**src/rtl/stat_pkg.sv**
```systemverilog
// Shared types and constants for the segment table address translator.
`timescale 1ns / 1ps
package stat_pkg;
    localparam logic [2:0] ST_HIT      = 3'd0;
    localparam logic [2:0] ST_BOOT     = 3'd1;
    localparam logic [2:0] ST_NOTFOUND = 3'd2;
    localparam logic [2:0] ST_STORED   = 3'd3;
    localparam logic [2:0] ST_DISCARD  = 3'd4;
    localparam logic [2:0] ST_FULL     = 3'd5;

    localparam logic [2:0] CLS_PFI         = 3'd0;
    localparam logic [2:0] CLS_ECPRI       = 3'd1;
    localparam logic [2:0] CLS_PFI_LOCAL   = 3'd2;
    localparam logic [2:0] CLS_ECPRI_LOCAL = 3'd3;
    localparam logic [2:0] CLS_GLOBAL      = 3'd4;

    localparam logic [31:0] DSP_BASE0   = 32'h1A00_0000;
    localparam logic [31:0] DSP_STRIDE  = 32'h0080_0000;
    localparam logic [31:0] DSP_DISC    = 32'h0020_0000;
    localparam logic [31:0] PFI_OR      = 32'h0300_0000;
    localparam logic [31:0] ECPRI_OR    = 32'h0700_0000;
    localparam logic [15:0] LOCAL_TAG   = 16'h7000;
    localparam logic [31:0] LOCAL_LIMIT = 32'h0000_2000;
    localparam logic [31:0] BOOT_BASE   = 32'h0308_0000;

    // Job kinds handed from front to back
    typedef enum logic [2:0] {
        J_STORE, J_RESULT, J_DSP, J_CODE, J_LOCAL, J_GLOBAL
    } t_job;

    typedef struct packed {
        t_job        kind;
        logic [2:0]  cls;
        logic [2:0]  status;
        logic [31:0] addr;
        logic [31:0] foff;
        logic [31:0] size;
        logic [15:0] range;
        logic [5:0]  core;
    } t_cmd;

    typedef enum logic [2:0] {
        S_IDLE, S_SCAN, S_GSCAN, S_WAIT, S_OUT
    } t_state;
endpackage

```
**src/rtl/stat_back.sv**
```systemverilog
// Back end: segment table memory and sequential search.
`timescale 1ns / 1ps
module stat_back import stat_pkg::*; #(
    parameter int SEGMENTS = 32
) (
    input  logic        i_clk,
    input  logic        i_rst_n,
    input  logic        i_valid,
    output logic        o_ready,
    input  t_cmd        i_cmd,
    output logic        o_valid,
    input  logic        i_ready,
    output logic [2:0]  o_status,
    output logic [31:0] o_offset
);
    localparam int CW = $clog2(SEGMENTS + 1);
    localparam int AW = $clog2(SEGMENTS);

    t_state r_state, n_state;
    t_cmd   r_cmd;
    logic [CW-1:0] r_count, r_k;
    logic [2:0]  r_status;
    logic [31:0] r_offset;
    logic [31:0] m_base [SEGMENTS];
    logic [31:0] m_len  [SEGMENTS];
    logic [31:0] m_foff [SEGMENTS];
    logic [2:0]  m_cls  [SEGMENTS];
    logic [15:0] m_rng  [SEGMENTS];
    logic [31:0] rd_base, rd_len, rd_foff;
    logic [2:0]  rd_cls;
    logic [15:0] rd_rng;
    logic        r_rd_ok;
    logic        acc, hit, last_k;
    logic [31:0] off;
    logic [CW-1:0] rd_idx;

    assign o_ready = (r_state == S_IDLE);
    assign acc = i_valid && o_ready;
    assign off = r_cmd.addr - rd_base;
    // code search checks entry r_k walking down; others check entry r_k-1 walking up
    assign last_k = (r_cmd.kind == J_CODE) ? (r_k == '0) : (r_k >= r_count);

    // Read address: code search walks down, others walk up
    always_comb begin
        if (r_cmd.kind == J_CODE && (r_state == S_SCAN || r_state == S_WAIT))
            rd_idx = r_k - CW'(1);
        else rd_idx = r_k;
    end

    always_comb begin
        hit = 1'b0;
        if (r_rd_ok && rd_cls == r_cmd.cls) begin
            if (r_cmd.kind == J_LOCAL)
                hit = ({2'b0, r_cmd.core} >= rd_rng[7:0]) &&
                      ({2'b0, r_cmd.core} <= rd_rng[15:8]) && off < rd_len;
            else
                hit = rd_base <= r_cmd.addr && off < rd_len;
        end
    end

    // Next state
    always_comb begin
        n_state = r_state;
        unique case (r_state)
            S_IDLE: if (i_valid) begin
                if (i_cmd.kind == J_STORE || i_cmd.kind == J_RESULT) n_state = S_OUT;
                else if (i_cmd.kind == J_GLOBAL || r_count == '0) n_state = S_GSCAN;
                else n_state = S_SCAN;
            end
            S_SCAN, S_GSCAN: n_state = S_WAIT;
            S_WAIT: begin
                if (hit) n_state = S_OUT;
                else if (last_k && r_state == S_WAIT && r_cmd.cls == CLS_GLOBAL)
                    n_state = S_OUT;
                else if (last_k) n_state = S_GSCAN;
                else n_state = S_WAIT;
            end
            S_OUT: if (i_ready) n_state = S_IDLE;
            default: n_state = S_IDLE;
        endcase
    end

    assign o_valid = (r_state == S_OUT);
    assign o_status = r_status;
    assign o_offset = r_offset;

    always_ff @(posedge i_clk) begin
        if (!i_rst_n) begin
            r_state <= S_IDLE;
            r_count <= '0;
        end else begin
            r_state <= n_state;
            if (acc && i_cmd.kind == J_STORE && r_count != CW'(SEGMENTS))
                r_count <= r_count + CW'(1);
        end
        // memory read, registered
        r_rd_ok <= (rd_idx < r_count) &&
                   (r_state == S_SCAN || r_state == S_GSCAN || r_state == S_WAIT);
        if (rd_idx < r_count) begin
            rd_base <= m_base[rd_idx[AW-1:0]];
            rd_len  <= m_len[rd_idx[AW-1:0]];
            rd_foff <= m_foff[rd_idx[AW-1:0]];
            rd_cls  <= m_cls[rd_idx[AW-1:0]];
            rd_rng  <= m_rng[rd_idx[AW-1:0]];
        end
        if (acc) begin
            r_cmd <= i_cmd;
            r_k <= (i_cmd.kind == J_CODE) ? r_count : '0;
            if (i_cmd.kind == J_STORE) begin
                r_offset <= '0;
                if (r_count == CW'(SEGMENTS)) r_status <= ST_FULL;
                else begin
                    r_status <= ST_STORED;
                    m_base[r_count[AW-1:0]] <= i_cmd.addr;
                    m_len[r_count[AW-1:0]]  <= i_cmd.size;
                    m_foff[r_count[AW-1:0]] <= i_cmd.foff;
                    m_cls[r_count[AW-1:0]]  <= i_cmd.cls;
                    m_rng[r_count[AW-1:0]]  <= i_cmd.range;
                end
            end else begin
                r_status <= i_cmd.status;
                r_offset <= i_cmd.foff;
            end
        end
        // one entry per cycle: issue read in SCAN, evaluate in WAIT
        unique case (r_state)
            S_SCAN: begin
                if (r_cmd.kind == J_CODE) r_k <= r_k - CW'(1);
                else r_k <= r_k + CW'(1);
            end
            S_GSCAN: begin
                r_cmd.cls <= CLS_GLOBAL;
                r_cmd.kind <= J_GLOBAL;
                r_k <= CW'(1);
            end
            S_WAIT: begin
                if (hit) begin
                    r_status <= ST_HIT;
                    r_offset <= rd_foff + off;
                end else if (last_k) begin
                    if (r_cmd.cls == CLS_GLOBAL) begin
                        r_status <= ST_NOTFOUND;
                        r_offset <= '0;
                    end else begin
                        r_k <= '0;
                    end
                end else if (r_cmd.kind == J_CODE) r_k <= r_k - CW'(1);
                else r_k <= r_k + CW'(1);
            end
            default: ;
        endcase
    end
endmodule

```
**config.mk**
```make
export PLATFORM = sky130hd
export DESIGN_NAME = stat_back
export DESIGN_NICKNAME = d
export VERILOG_FILES = /design/src/rtl/stat_pkg.sv /design/src/rtl/stat_back.sv
export SDC_FILE = /design/constraint.sdc
export NUM_CORES = 2
export LEC_CHECK = 0
export BUFFER_PORTS_ARGS = -buffer_cell sky130_fd_sc_hd__buf_2
export CAP_MARGIN = 20
export CORE_ASPECT_RATIO = 0.6
export CORE_MARGIN = 3
export CORE_UTILIZATION = 56
export DETAILED_ROUTE_END_ITERATION = 7
export PLACE_DENSITY = 0.79
export SETUP_SLACK_MARGIN = 0.1
export SYNTH_ARGS = -nofsm -noshare
export SYNTH_HDL_FRONTEND = slang
export SYNTH_SLANG_ARGS = --single-unit
```
**constraint.sdc**
```tcl
create_clock -name i_clk -period 11.07 [get_ports i_clk]
set_clock_uncertainty 0.15 [all_clocks]
set_input_delay 2.214 -clock i_clk [delete_from_list [all_inputs] [get_ports i_clk]]
set_output_delay 2.214 -clock i_clk [all_outputs]
set_load 0.02 [all_outputs]
```
* After elaboration in Yosys (flattened, before gate mapping)
Memories as Yosys holds them, arrays and structs flattened. A register that Yosys moved wholly into a read port is not among the register bits. Cells that the tools add are included. W data, S select, Z words.
Word-level totals: input bits 131, memories kept 5, RAM bits 3680, output and inout bits 37, register bits after elaboration 95
Cells by class: order comparisons 6, equal/unequal tests 15, add/sub/neg operators 5, reduce and logical (&&, ||, !) cells 22, multiplexer cells 36
Memory list:
- m_base | words 32, bits a word 32, read ports 1, clocked after Yosys merged registers in 1, write ports 1, line stat_back.sv:24 | logic [31:0] m_base [SEGMENTS];
- m_foff | words 32, bits a word 32, read ports 1, clocked after Yosys merged registers in 1, write ports 1, line stat_back.sv:26 | logic [31:0] m_foff [SEGMENTS];
- m_len | words 32, bits a word 32, read ports 1, clocked after Yosys merged registers in 1, write ports 1, line stat_back.sv:25 | logic [31:0] m_len [SEGMENTS];
- m_rng | words 32, bits a word 16, read ports 1, clocked after Yosys merged registers in 1, write ports 1, line stat_back.sv:28 | logic [15:0] m_rng [SEGMENTS];
- m_cls | words 32, bits a word 3, read ports 1, clocked after Yosys merged registers in 1, write ports 1, line stat_back.sv:27 | logic [2:0] m_cls [SEGMENTS];
Operators by type and width (number):
- $mux W32 | 6
- $mux W6 | 7
- $mux W3 | 12
- $add A32 B32 Y32 | 1
- $le A32 B32 Y1 | 1
- $lt A32 B32 Y1 | 1
- $sub A32 B32 Y32 | 1
- $pmux W6 S3 | 1
- $add A6 B1 Y6 const B | 2
- $eq A3 B2 Y1 const B | 4
- $eq A3 B3 Y1 const B | 4
- $logic_not A6 Y1 | 2
- $pmux W3 S4 | 1
- $logic_and A1 B1 Y1 | 11
- $ge A6 B8 Y1 | 1
- $le A6 B8 Y1 | 1
- $mux W1 | 8
- $eq A3 B1 Y1 const B | 2
- $eq A6 B6 Y1 const B | 1
- $ge A6 B6 Y1 | 1
- $logic_not A3 Y1 | 2
- $lt A6 B6 Y1 | 1
- $ne A6 B6 Y1 const B | 1
- $sub A6 B1 Y6 const B | 1
- other kinds (7) | 11

* Depth between registers and ports, before layout
depth in word-level cells 8, gate-level depth with buffers 23, gate-level depth less buffers 21

* Worst setup path before layout
OpenSTA, ideal clock, no wires.
path kind input to register, start input i_cmd[125] (netlist name), end memory m_base[29][0] (enable), slack 1.879 ns, stages on the path 6, data required time 10.329 ns, arrival time 8.450 ns, setup time 0.591 ns, cell sequence or3_1 -> clkbuf_1 -> a311oi_1 -> clkbuf_1 -> nand2_1 -> nor2_1
Between the ends: cells in the longest elaborated chain, start to end 4
RTL lines:
- start: declaration | line stat_back.sv:10 | input t_cmd i_cmd,
- $logic_not A3 Y1 | line stat_back.sv:109 | if (i_cmd.kind == J_STORE) begin
- $mux W1 | line stat_back.sv:109
- $mux W1 | line stat_back.sv:106 | if (acc) begin
- $mux W1 (not written as such) | line stat_back.sv:114 | m_base[r_count[AW-1:0]] <= i_cmd.addr;
- end: declaration | line stat_back.sv:24
Every way passes these cells.

* Worst setup path in the final report
start register r_cmd[92] (netlist name), end register r_offset[29] (netlist: o_offset[29])
Between the ends: cells in the longest elaborated chain, start to end 7
RTL lines:
- start: declaration | line stat_back.sv:20 | t_cmd r_cmd;
- start signal: assignment | line stat_back.sv:107 | r_cmd <= i_cmd;
- $sub A32 B32 Y32 | line stat_back.sv:39 | assign off = r_cmd.addr - rd_base;
- $lt A32 B32 Y1 | line stat_back.sv:55, stat_back.sv:57
- $logic_and A1 B1 Y1 (on tied branches) | line stat_back.sv:57, stat_back.sv:55
- $mux W1 | line stat_back.sv:53 | if (r_cmd.kind == J_LOCAL)
- $mux W1 | line stat_back.sv:52 | if (r_rd_ok && rd_cls == r_cmd.cls) begin
- $mux W32 (*) | line stat_back.sv:137 | if (hit) begin
- $mux W32 (*) | line stat_back.sv:126 | unique case (r_state)
- end signal: assignment | line stat_back.sv:122 | r_offset <= i_cmd.foff;
- end signal: assignment | line stat_back.sv:139 | r_offset <= rd_foff + off;
- end: declaration | line stat_back.sv:23 | logic [31:0] r_offset;
Mark *: on every way between the ends. The rest lies on a longest branch, timed or not. A chain may end at the register's enable or synchronous reset.

==> metrics <==
clock latency on the worst-skew pair=a little under 900 ps; clock buffer depth=4; leakage=around 53 nW; Clock Sinks=3,890; most used cell, CP=a21oi_1; asr flop ratio synth=0%; DIE HEIGHT=about 410 um; number of flops mapped to enable cells by yosys=3,833; sequential share of the synthesized area=about 77%; vias post-DR=about 77,000; Synth Cell Area=approximately 150,000 um^2; post-CTS sizing=0; crit path buf inv count=2; met1 usage=45.2%; Final nets=7,274; Boundary Pins=between 150 and 200; final hold violations=0; area leader, netlist=edfxtp_1; Rows=approximately 150; crit start category=flop; maximum fanout along the worst path=34; total setup violations reported at the end of the flow=0; Setup TNS=0 ps; Cells after Synth=6,681; crit path time final=roughly 6500 ps; Final Cycle Share=59.1%; critical-path cell list=ha_1, nand3_1, or3_1, a31oi_1, nor3_1, a21oi_1, buf_4, a211oi_1, o21bai_1, a21oi_1, xnor2_1, ha_1, a21oi_1, o22ai_1, o21a_1, o211ai_1, nand4_1, a2111oi_4, a41oi_2, inv_2, o22ai_1; commonest cells in the netlist=edfxtp_1 (3,833), mux4_2 (1,150), nand2_1 (417), clkbuf_1 (155), ha_1 (124); I/O Buffers=167; pin count of the biggest net entering global routing=between 150 and 200; peak supply drop=between 0.15 and 0.2 mV; status=finished, final reports clean; vias in the first global route=~76,000; Synth Flop Type=edfxtp_1; ANT nets after route=0; WL final=between 400,000 and 500,000 um; Synth Warn #=0; largest family of logic cells by synthesized area=multiplexers; Post-Synth Simple-Gate Area=slightly below 2%; crit path capture type=flop; total CTS buffers=between 300 and 400; area share of the largest cell type after synthesis=76.0%; xor and xnor area share after synthesis=0.464%; crit-path max cell delay=about 850 ps; WL/cell=around 40 um; Hold Path Class=reg2reg; Max Cap Viol=0; worst path required time=11,640 ps; Yosys cell types=between 70 and 80; CTS clk-pin slew, worst paths=70 ps; post-synthesis mux area share=around 17%; CTS tree=built; wire length of the first global-routing pass=roughly 600,000 um; hold buffer count at CTS=0; Clk Tree Root Cell=clkbuf_16; total grt overflow=0; starting density of the core=a little under three fifths; met3 usage=about 7.7%; Syn Area/Cell=between 20 and 25 um^2; synthesis-stage register bit count=3,890; post-DP HPWL=roughly 220,000 um; routability cong.=about 0.94; H-tree levels=5; die area=~280,000 um^2; most common cell in the netlist=edfxtp_1; RSZ-0062 raised after global routing=false; Slew headroom=between 10 and 15%; Synth Area in Adders=under 10%; Fmax=approximately 150 MHz; Slowest cell on crit path=a2111oi_4; crit path DAT=~7000 ps; slew at the pin with the worst max-slew slack=about 1300 ps; met2 GRT Util=46.9%; post-CTS setup buffer count=0; initial antenna violation count=56; fin. max-slew vios=0; filler instances=roughly 17,000; 1st-iter DRT viols=around 14,000; Synth area leaders=edfxtp_1 (76%), mux4_2 (17%), nand2_1 (1.0%); Crit Path Category=reg2reg; Core Region=268,000 um^2; grt peak-use layer=met2; area delta synth->final=10.6%; Die Width=between 600 and 700 um; DRC violations left=0; Compound-Gate Fraction of Synth Area=approximately 1.4%; via/cell ratio=roughly 7.1; share of cells above drive strength 1=27.3%; pwr dens=around 220 nW/um^2; post-layout power=between 30 and 40 mW; gate family responsible for the most delay along the worst path=compound AO/OA/AOI/OAI gates; drt first pass iters=8; Syn Nets=a little under 7,000; overall routing resource usage=between 30% and 40%
==> layout make-up <==
cell class,instances,area (um^2),share of cell area (%)
clock inverters,176,1730,1.03
well taps,3576,4470,2.67
diodes,23,57.6,0.0343
clock buffers,411,8750,5.22
inverters,107,424,0.253
repair buffers,317,2220,1.32
multi-input cells,2370,33700,20.1
flip-flops and latches,3890,116000,69.4
==> final timing paths <==
kind	from	to	slack, ps	cells past startpoint
setup / recovery	r_cmd[92]	o_offset[29]	4530	21
hold / removal	r_cmd[122]	r_cmd[122]	350	2
setup reg to reg	r_cmd[92]	o_offset[29]	4530	21
hold reg to reg	r_cmd[122]	r_cmd[122]	350	2
==> sequential cells by signal, indices dropped and copies added, names as in the netlist <==
signal and cells:
rd_cls 3, m_len 1024, rd_len 32, m_rng 512, rd_foff 32, m_foff 1024
rd_base 32, r_state 3, r_k 6, m_cls 96, r_rd_ok 1, m_base 1024
r_cmd 44, rd_rng 16, o_offset 32, o_status 3, r_count 6
==> report_power, final <==
group	switching [mW]	internal [mW]	total (mW)
Combinational	4.57	3.68	8.25
Sequential	0.204	16.5	16.7
Clock	5.36	6.33	11.7
==> metal layers <==
metal	up-vias	wire length (um)
met5	-	112
met4	18	15900
met3	877	61000
met2	6727	198000
met1	40300	153000
li1	28800	-
==> kinds of logic (layout without fill, tap and decap cells) <==
family          Yosys count  in the layout
other cells               0             23
flops                  3890           3890
xor+xnor                 77             77
fa+ha+maj               126            126
buf+inv                 421           1011
simple gates            685            685
mux                    1153           1153
compound gates          329            329
==> worst min-delay path, cell delays in order (launching register included) <==
cell and delay (ps):
dfxtp_1 330, nand2_1 60, a21oi_1 60
==> placed cells by master (no fill, tap or decap), types with 29 or more instances in the layout <==
cell / synthesis / layout
o22ai_1: 33 / 33
mux4_2: 1150 / 1150
ha_1: 124 / 124
bufinv_16: 0 / 29
clkbuf_16: 0 / 339
buf_4: 23 / 131
nor2_4: 1 / 32
and3_1: 47 / 46
clkinv_1: 0 / 60
a21o_1: 42 / 42
inv_1: 104 / 103
a21oi_1: 112 / 111
clkbuf_1: 155 / 72
nor2_1: 90 / 59
dfxtp_1: 57 / 57
xnor2_1: 50 / 50
edfxtp_1: 3833 / 3833
clkinv_2: 0 / 50
nand2_1: 417 / 416
o21ai_0: 46 / 46
buf_2: 114 / 167
nand3_1: 34 / 34
==> through the flow <==
stage	setup WS [ps]	hold slack, ps	area [um^2]	cells	util [%]
2_1_floorplan	1880	304	151000	6681	-
3_3_place_gp	4400	321	157000	10300	58.5
3_5_place_dp	4450	343	157000	10300	58.5
4_1_cts	4700	353	167000	10800	62.4
5_1_grt	4330	377	168000	10900	62.4
6_report	4530	353	168000	10900	62.4
(Power assumes the default switching activity.)
