**src/rtl/stat_pkg.sv**
```systemverilog
// Shared types and constants for the segment table address translator.
`timescale 1ns / 1ps
package stat_pkg;
    localparam logic [2:0] ST_HIT      = 3'd0;
    localparam logic [2:0] ST_BOOT     = 3'd1;
    localparam logic [2:0] ST_NOTFOUND = 3'd2;
    localparam logic [2:0] ST_STORED   = 3'd3;
    localparam logic [2:0] ST_DISCARD  = 3'd4;
    localparam logic [2:0] ST_FULL     = 3'd5;

    localparam logic [2:0] CLS_PFI         = 3'd0;
    localparam logic [2:0] CLS_ECPRI       = 3'd1;
    localparam logic [2:0] CLS_PFI_LOCAL   = 3'd2;
    localparam logic [2:0] CLS_ECPRI_LOCAL = 3'd3;
    localparam logic [2:0] CLS_GLOBAL      = 3'd4;

    localparam logic [31:0] DSP_BASE0   = 32'h1A00_0000;
    localparam logic [31:0] DSP_STRIDE  = 32'h0080_0000;
    localparam logic [31:0] DSP_DISC    = 32'h0020_0000;
    localparam logic [31:0] PFI_OR      = 32'h0300_0000;
    localparam logic [31:0] ECPRI_OR    = 32'h0700_0000;
    localparam logic [15:0] LOCAL_TAG   = 16'h7000;
    localparam logic [31:0] LOCAL_LIMIT = 32'h0000_2000;
    localparam logic [31:0] BOOT_BASE   = 32'h0308_0000;

    // Job kinds handed from front to back
    typedef enum logic [2:0] {
        J_STORE, J_RESULT, J_DSP, J_CODE, J_LOCAL, J_GLOBAL
    } t_job;

    typedef struct packed {
        t_job        kind;
        logic [2:0]  cls;
        logic [2:0]  status;
        logic [31:0] addr;
        logic [31:0] foff;
        logic [31:0] size;
        logic [15:0] range;
        logic [5:0]  core;
    } t_cmd;

    typedef enum logic [2:0] {
        S_IDLE, S_SCAN, S_GSCAN, S_WAIT, S_OUT
    } t_state;
endpackage

```
**src/rtl/stat_front.sv**
```systemverilog
// Front end: classifies loads and translates, resolves DSP and boot cases.
`timescale 1ns / 1ps
module stat_front import stat_pkg::*; #(
    parameter int DSP_CORES = 3
) (
    input  logic         i_clk,
    input  logic         i_rst_n,
    input  logic         i_boot_done,
    input  logic         i_valid,
    output logic         o_ready,
    input  logic         i_opcode,
    input  logic [31:0]  i_seg_address,
    input  logic [31:0]  i_seg_type,
    input  logic [31:0]  i_seg_file_offset,
    input  logic [31:0]  i_seg_size,
    input  logic [31:0]  i_query_address,
    input  logic [5:0]   i_query_core,
    output logic         o_valid,
    input  logic         i_ready,
    output t_cmd         o_cmd
);
    logic         r_valid;
    t_cmd         r_cmd, n_cmd;
    logic [31:0]  r_dsp [DSP_CORES];
    logic [DSP_CORES-1:0] r_dsp_v;
    logic         dsp_hit;
    logic [$clog2(DSP_CORES+1)-1:0] dsp_idx;
    logic         acc;
    logic [7:0]   first, last;
    logic [31:0]  top;
    logic [5:0]   dcore;

    assign o_ready = !r_valid || i_ready;
    assign acc = i_valid && o_ready;
    assign o_valid = r_valid;
    assign o_cmd = r_cmd;
    assign top = i_seg_address & 32'hFF00_0000;
    assign first = i_seg_type[7:0];
    assign last = i_seg_type[15:8];
    assign dcore = i_query_core - 6'd32;

    // DSP address match, first index wins
    always_comb begin
        dsp_hit = 1'b0;
        dsp_idx = '0;
        for (int i = DSP_CORES - 1; i >= 0; i--) begin
            if (i_seg_address == DSP_BASE0 + DSP_STRIDE * i) begin
                dsp_hit = 1'b1;
                dsp_idx = ($clog2(DSP_CORES+1))'(i);
            end
        end
    end

    // Classification
    always_comb begin
        logic disc;
        disc = 1'b0;
        for (int i = 0; i < DSP_CORES; i++)
            if (i_seg_address == DSP_BASE0 + DSP_STRIDE * i + DSP_DISC) disc = 1'b1;
        n_cmd = '0;
        n_cmd.kind = J_RESULT;
        n_cmd.addr = i_seg_address;
        n_cmd.foff = i_seg_file_offset;
        n_cmd.size = i_seg_size;
        n_cmd.core = i_query_core;
        if (!i_opcode) begin
            n_cmd.kind = J_STORE;
            if (dsp_hit) begin
                n_cmd.kind = J_RESULT;
                n_cmd.status = ST_STORED;
            end else if (disc) begin
                n_cmd.kind = J_RESULT;
                n_cmd.status = ST_DISCARD;
            end else if (top == 32'h0200_0000) begin
                n_cmd.addr = i_seg_address | PFI_OR;
                n_cmd.cls = CLS_PFI;
            end else if (top == 32'h0300_0000) begin
                n_cmd.cls = CLS_PFI;
            end else if (top == 32'h0500_0000) begin
                n_cmd.addr = i_seg_address | ECPRI_OR;
                n_cmd.cls = CLS_ECPRI;
            end else if (i_seg_type[31:16] == LOCAL_TAG) begin
                n_cmd.range = i_seg_type[15:0];
                if (first < 8'd16 && last < 8'd16) n_cmd.cls = CLS_PFI_LOCAL;
                else if (first >= 8'd16 && last >= 8'd16) n_cmd.cls = CLS_ECPRI_LOCAL;
                else begin
                    n_cmd.kind = J_RESULT;
                    n_cmd.status = ST_DISCARD;
                end
            end else begin
                n_cmd.cls = CLS_GLOBAL;
            end
        end else begin
            n_cmd.addr = i_query_address;
            if (!i_boot_done) begin
                n_cmd.status = ST_BOOT;
                n_cmd.foff = i_query_address - BOOT_BASE;
            end else if (i_query_core >= 6'd32) begin
                n_cmd.status = ST_NOTFOUND;
                for (int i = 0; i < DSP_CORES; i++) begin
                    if (dcore == 6'(i) && r_dsp_v[i]) begin
                        n_cmd.status = ST_HIT;
                        n_cmd.foff = r_dsp[i] + i_query_address;
                    end
                end
            end else if (i_query_address[31:25] == 7'd1) begin
                n_cmd.kind = J_CODE;
                n_cmd.cls = i_query_core < 6'd16 ? CLS_PFI : CLS_ECPRI;
                n_cmd.addr = i_query_address | (i_query_core < 6'd16 ? PFI_OR : ECPRI_OR);
            end else if (i_query_address < LOCAL_LIMIT) begin
                n_cmd.kind = J_LOCAL;
                n_cmd.cls = i_query_core < 6'd16 ? CLS_PFI_LOCAL : CLS_ECPRI_LOCAL;
            end else begin
                n_cmd.kind = J_GLOBAL;
                n_cmd.cls = CLS_GLOBAL;
            end
        end
        // offset is zero for every finished result other than a hit or boot
        if (n_cmd.kind == J_RESULT && n_cmd.status != ST_HIT && n_cmd.status != ST_BOOT)
            n_cmd.foff = '0;
    end

    // Command register and DSP base table
    always_ff @(posedge i_clk) begin
        if (!i_rst_n) begin
            r_valid <= 1'b0;
            r_dsp_v <= '0;
        end else begin
            if (o_ready) r_valid <= i_valid;
            if (acc && !i_opcode && dsp_hit) r_dsp_v[dsp_idx] <= 1'b1;
        end
        if (acc) r_cmd <= n_cmd;
        if (acc && !i_opcode && dsp_hit) r_dsp[dsp_idx] <= i_seg_file_offset;
    end
endmodule

```
**config.mk**
```make
export PLATFORM = sky130hd
export DESIGN_NAME = stat_front
export DESIGN_NICKNAME = d
export VERILOG_FILES = /design/src/rtl/stat_pkg.sv /design/src/rtl/stat_front.sv
export SDC_FILE = /design/constraint.sdc
export NUM_CORES = 1
export LEC_CHECK = 0
export ABC_AREA = 1
export BUFFER_PORTS_ARGS = -buffer_cell sky130_fd_sc_hd__clkbuf_2
export CELL_PAD_IN_SITES_DETAIL_PLACEMENT = 2
export CELL_PAD_IN_SITES_GLOBAL_PLACEMENT = 2
export CORE_MARGIN = 2
export CORE_UTILIZATION = 35
export CTS_CLUSTER_DIAMETER = 60
export DETAILED_ROUTE_END_ITERATION = 6
export HOLD_SLACK_MARGIN = 0.15
export PLACE_DENSITY = 0.83
export SLEW_MARGIN = 20
export SYNTH_ARGS = -nofsm -noshare
export SYNTH_HDL_FRONTEND = slang
export SYNTH_SLANG_ARGS = --single-unit
```
**constraint.sdc**
```tcl
create_clock -name i_clk -period 15.1 [get_ports i_clk]
set_clock_uncertainty 0.2 [all_clocks]
set_input_delay 2.265 -clock i_clk [delete_from_list [all_inputs] [get_ports i_clk]]
set_output_delay 2.265 -clock i_clk [all_outputs]
set_load 0.02 [all_outputs]
```
Yosys cells after proc, flatten, opt, wreduce, memory -nomap -nowiden

Memory sizes are Yosys's and may differ from the RTL's.
Cells that the tools add are included.

Flip-flop bits (word level): 131
RAM bits: 96
Bits of input ports: 172
Output and inout bits: 129
Memories kept: 1

Memory list:

| memory | depth | width | read ports | clocked after memory_dff | write ports | RTL line         | source |
|---|---|---|---|---|---|---|---|
| r_dsp  | 3     | 32    | 3          | 0                        | 1           | stat_front.sv:24 | `logic [31:0] r_dsp [DSP_CORES];` |

$add $sub $neg: 5
Magnitude comparators: 9
Eq/ne operators: 15
Muxes and demuxes: 63
Bitwise logic cells: 3
Reduce and logical (&&, ||, !) cells: 17

Operators by type and width:

| cell                                                 | count |
|---|---|
| two-way mux 32 bit                                   | 12 |
| == test 32 x 29 -> 1 bit, second input constant      | 6 |
| adder 32 bit                                         | 3 |
| two-way mux 27 bit                                   | 2 |
| two-way mux 3 bit                                    | 18 |
| two-way mux 41 bit                                   | 1 |
| two-way mux 35 bit                                   | 1 |
| < comparator 32 x 14 -> 1 bit, second input constant | 1 |
| bitwise OR 32 x 27 -> 32 bit                         | 1 |
| subtractor 32 x 26 -> 32 bit, second input constant  | 1 |
| two-way mux 1 bit                                    | 18 |
| two-way mux 6 bit                                    | 3 |
| == test 16 x 15 -> 1 bit, second input constant      | 1 |
| == test 8 x 2 -> 1 bit, second input constant        | 2 |
| >= comparator 8 x 5 -> 1 bit, second input constant  | 2 |
| < comparator 8 x 5 -> 1 bit, second input constant   | 2 |
| two-way mux 2 bit                                    | 6 |
| logical AND 1 bit                                    | 11 |
| == test 8 x 3 -> 1 bit, second input constant        | 1 |
| == test 7 x 1 -> 1 bit, second input constant        | 1 |
| OR reduction 7 bit                                   | 1 |
| == test 6 x 1 -> 1 bit, second input constant        | 1 |
| == test 6 x 2 -> 1 bit, second input constant        | 1 |
| >= comparator 6 bit, second input constant           | 1 |
| other kinds (14)                                     | 15 |

Depth between registers and ports, before layout

Depth in word-level cells: 14
Mapped depth: 18

Least setup slack after synthesis

No wires, ideal clock.

Kind: input -> register
Start: input i_ready
End: memory r_dsp[0][0] (enable)
Library setup time: 0.423 ns
Arrival: 6.893 ns
Required time: 14.477 ns
Setup slack: 7.584 ns
Stages on the path: 6
Path buffers: 0
Path through: inv_1 -> nand2_1 -> nand2_1 -> inv_1 -> nand3_1 -> nor2_1

Cells in the longest elaborated chain, start to end: 6

RTL lines:

| what                                    | RTL line          | source |
|---|---|---|
| from (decl)                             | stat_front.sv:19  | `input logic i_ready,` |
| logical OR 1 bit                        | stat_front.sv:33  | `assign o_ready = !r_valid \|\| i_ready;` |
| net o_ready                             | stat_front.sv:10  | `output logic o_ready,` |
| logical AND 1 bit                       | stat_front.sv:34  | `assign acc = i_valid && o_ready;` |
| net acc                                 | stat_front.sv:28  | `logic acc;` |
| logical AND 1 bit (2 in series)         | stat_front.sv:133 | `if (acc && !i_opcode && dsp_hit) r_dsp[dsp_idx] <= i_seg_file_offset;` |
| two-way mux 1 bit                       | stat_front.sv:133 |  |
| two-way mux 1 bit (not written as such) | stat_front.sv:133 |  |
| to (decl)                               | stat_front.sv:24  |  |

The timed path passes the listed nets, and every way through them passes these cells.

Worst setup path after layout

Start: input i_query_core[5]
End: register r_cmd, in the netlist o_cmd[59], data pin

Cells in the longest elaborated chain, start to end: 12

RTL lines:

| what                            | RTL line          | source |
|---|---|---|
| from (decl)                     | stat_front.sv:17  | `input logic [5:0] i_query_core,` |
| subtractor 6 bit                | stat_front.sv:40  | `assign dcore = i_query_core - 6'd32;` |
| zero test 6 bit                 | stat_front.sv:101 | `if (dcore == 6'(i) && r_dsp_v[i]) begin` |
| logical AND 1 bit               | stat_front.sv:101 |  |
| two-way mux 2 bit               | stat_front.sv:101 |  |
| two-way mux 3 bit (2 in series) | stat_front.sv:101 |  |
| two-way mux 3 bit               | stat_front.sv:98  | `end else if (i_query_core >= 6'd32) begin` |
| two-way mux 3 bit               | stat_front.sv:95  | `if (!i_boot_done) begin` |
| two-way mux 41 bit              | stat_front.sv:66  | `if (!i_opcode) begin` |
| nonzero test 3 bit              | stat_front.sv:119 | `if (n_cmd.kind == J_RESULT && n_cmd.status != ST_HIT && n_cmd.status != ST_BOOT)` |
| logical AND 1 bit (2 in series) | stat_front.sv:119 |  |
| to (signal assigned)            | stat_front.sv:132 | `if (acc) r_cmd <= n_cmd;` |
| to (decl)                       | stat_front.sv:23  | `t_cmd r_cmd, n_cmd;` |

Parallel ways exist; a longest one is shown, timed or not.
A chain may end at the register's enable or synchronous reset.

==> results.md <==
Status:
- The flow ran to the end, and the final reports show no timing, DRC or antenna violations.

Synth:
- When the netlist entered floorplanning its net count stood at between 2,000 and 2,500.
- The netlist area before placement is 16,100 um^2.
- A synthesized cell averages about 7.5 um^2.
- Synthesis produced 2,140 cells.
- The number of flip-flops and latches in the synthesized netlist is around 230.
- The number of flops mapped to enable cells by yosys is ~220.
- After synthesis, the netlist uses 48 different library cells.
- For this run, the leading register cell type out of synthesis is sky130_fd_sc_hd__edfxtp_1.
- The fraction of registers with async set or reset after synthesis is 0%.
- Of the synthesized area, sequential elements account for a little over two fifths.
- The total of warnings raised by yosys is 0.

Global route:
- In the global route stage, overall resource usage came out at roughly a third.
- The maximum number of pins on one net before global-route repair is 80.
- The via count of the first global-routing pass is 18,800.
- The first global-routing pass estimated between 100,000 and 150,000 um of wire.
- The number of antenna violations at the first check in global routing is 2.
- Summed over all layers, the global routing overflow is 0.

STA:
- Once routing completed, OpenROAD measured the worst setup slack at around 9.8 ns.
- Setup repair after global routing left no endpoint under its margin.
- After layout, the worst path uses 35.3% of the clock period.
- The setup violation total in the final timing report is 0.
- The final-report hold violation count is 0.
- The sum of negative setup slack is 0 ns.
- The pin slew with the least headroom to its limit is about 1.1 ns.
- The shortest clock period the worst path allows after layout is around 5.3 ns.
- The number of max-slew violations in the final report came to 0.
- The relative slew slack is ~30%.
- The highest achievable clock rate is 0.188 GHz.

Route:
- The via count normalized by instance count is approximately 5.6.
- The average wire length per cell after detail routing is 25.9 um.
- The DRC violation count after routing is 0.
- The total via count in the routed design is between 15,000 and 20,000.
- The number of nets with antenna violations after detailed routing is 0.
- Wires add up to between 70,000 and 80,000 um.
- The number of design-rule violations left by the first detailed-router iteration is about 1,100.
- Before antenna repair, the detailed router went through 5 iterations.

Layout:
- The net total in the final layout is around 2,700.
- The number of non-filler instances in the completed layout is between 3,000 and 4,000.
- The top cell types in the final layout, fill and taps aside, are 556 x sky130_fd_sc_hd__nand2_1, 324 x sky130_fd_sc_hd__inv_1, 300 x sky130_fd_sc_hd__clkbuf_2, 223 x sky130_fd_sc_hd__edfxtp_1, 211 x sky130_fd_sc_hd__nor2_1.
- The fraction of layout instances using a drive strength above 1 is between 15 and 20%.
- Relative to the synthesized area, the layout overhead comes to 20.1%.
- After routing the design area is a little under 20,000 um^2.
- The number of antenna diodes in the final layout is 0.
- The most frequent standard cell in the layout excluding fill and tap cells is sky130_fd_sc_hd__nand2_1.

Die:
- The core region is 45,400 um^2.
- The horizontal die dimension is approximately 220 um.
- The effective utilization at floorplan is 35.5%.
- The y dimension of the die is roughly 220 um.
- In this run the count of I/O pins placed on the die edge is 301.
- The floorplan die area is 47,700 um^2.
- Row generation in the floorplan step produced slightly below 80 rows.

Clocking:
- The clock reaches the later pin of the worst-skew pair after just over 0.6 ns.
- The number of levels the H-tree was split into is 1.
- Clock-pin slew was measured on the worst setup and hold paths at 0.07 ns.
- After clock tree synthesis, the flow added hold-fix buffers numbering 0.
- The clock passes through at most 3 buffers.
- The post-CTS setup repair buffer count is 0.
- The clock sink count is around 230.
- The total of cells resized after clock tree synthesis is 0.
- Clock tree synthesis inserted a total of 31 buffers.
- TritonCTS built the clock tree.
- The library cell used as clock root buffer is sky130_fd_sc_hd__clkbuf_16.

Setup path:
- STA classifies the critical path startpoint as a primary input.
- The arrival time at the worst endpoint is 5.60 ns.
- The critical path start-end classification is in2reg.
- Along the worst path, the maximum fanout reaches 24.
- The required time of the critical path is around 15 ns.
- The capturing element type of the critical path is a register.

Place:
- At the placement stage, the worst setup path has a slack of around 9.3 ns.
- The global placement routability congestion is 0.977.
- The number of placed instances with taps included is around 3,000.
- The detailed placement HPWL is ~64,000 um.
- The post-place instance area is about 18,000 um^2.
- Port buffering added 300 buffers.

Pwr:
- Dividing total power by cell area gives a power density of between 90 and 100 nW/um^2.
- The reported leakage power is approximately 9.2 nW.
- The design draws 1.83 mW.
- The worst-case IR drop observed on VDD is between 0.00006 and 0.00007 V.

Worst hold path:
- The class of the tightest hold or removal check is reg2reg.

Job:
- The tool flagged a number of max-cap violations equal to 0.
report_power, final:
group          internal [mW]  leakage [nW]  switching (mW)
logic                 0.0895          6.55           0.225
registers              0.722          2.14          0.0117
clock network          0.453         0.511           0.329
total                   1.26          9.20           0.566
path summary, 6_finish.rpt:
| check | from | endpoint | slack (ns) | depth (start not counted) |
|---|---|---|---|---|
| worst max-delay path | i_query_core[5] | o_cmd[59] | 9.78 | 14 |
| worst min-delay path | r_dsp_v[1] | r_dsp_v[1] | 0.32 | 2 |
| worst max register to register | r_dsp_v[1] | o_cmd[59] | 11.56 | 9 |
| worst min register to register | r_dsp_v[1] | r_dsp_v[1] | 0.32 | 2 |
cell families (layout without fill, tap and decap cells):
| family | after synthesis | count (layout) | synth area share (%) |
|---|---|---|---|
| xor gates and xnor gates | 11 | 11 | 0.598 |
| adders and majority gates | 97 | 97 | 7.68 |
| buffers and inverters | 366 | 697 | 8.74 |
| DFF | 227 | 227 | 42.1 |
| and+or+nand+nor | 1107 | 1107 | 29.7 |
| AOI/OAI and AO/OA | 332 | 332 | 11.1 |
area by class of cell:
| class | instances | area, um^2 |
|---|---|---|
| timing repair buffer | 308 | 1560 |
| clock inverter | 25 | 284 |
| fill | 5392 | 26000 |
| clock buffer | 33 | 783 |
| tap | 600 | 751 |
| multi-input combinational | 1547 | 7930 |
| sequential | 227 | 6780 |
| inverter | 331 | 1250 |
flip-flops by register name, summed over array words and instances (netlist names):
signal   count
o_cmd      127
o_valid      1
r_dsp       96
r_dsp_v      3
Yosys cell counts, drive strengths merged, types with 8 or more instances:
cell type  count  share of area, %
nand3        195               6.1
o21ai        136               4.2
ha            94               7.3
nor2         217               5.1
buf           13              0.50
nand3b        12              0.56
inv          330               7.7
nor3          24              0.78
nor4           9              0.35
nand4         60               2.4
o21bai        15              0.70
or2           24              0.93
a31oi          8              0.31
a21oi        144               4.5
nand2        559                13
edfxtp       223                42
clkbuf        22              0.51
layer usage:
| layer | vias to the layer above | track usage (%) | share of wire (%) |
|---|---|---|---|
| met5 | - | 0 | 0.015 |
| met4 | 2 | 13.0 | 4.2 |
| met3 | 149 | 5.04 | 6.3 |
| met2 | 598 | 57.7 | 48 |
| met1 | 8707 | 40.8 | 41 |
| li1 | 7804 | - | - |
worst max-delay path, cell delays in order:
cell                       delay (ns)
sky130_fd_sc_hd__clkbuf_2        0.13
sky130_fd_sc_hd__inv_2           0.07
sky130_fd_sc_hd__nor2_1          0.09
sky130_fd_sc_hd__nand2_1         0.10
sky130_fd_sc_hd__inv_2           0.10
sky130_fd_sc_hd__nand4_1         0.43
sky130_fd_sc_hd__inv_2           0.60
sky130_fd_sc_hd__nor2_4          0.16
sky130_fd_sc_hd__nand2_4         0.26
sky130_fd_sc_hd__nor3_2          0.09
sky130_fd_sc_hd__a21oi_4         0.60
sky130_fd_sc_hd__nand2_4         0.25
sky130_fd_sc_hd__nor2_1          0.27
sky130_fd_sc_hd__and2_1          0.16
stage by stage:
| step | utilization [%] | hold WS, ns |
|---|---|---|
| detailed placement | 40.3 | 0.289 |
| finish | 42.6 | 0.321 |
| floorplan | - | 0.241 |
| global route | 42.6 | 0.350 |
| global placement | 40.3 | 0.269 |
| CTS | 42.6 | 0.313 |
Note: power is estimated with default switching activity, not from simulation.
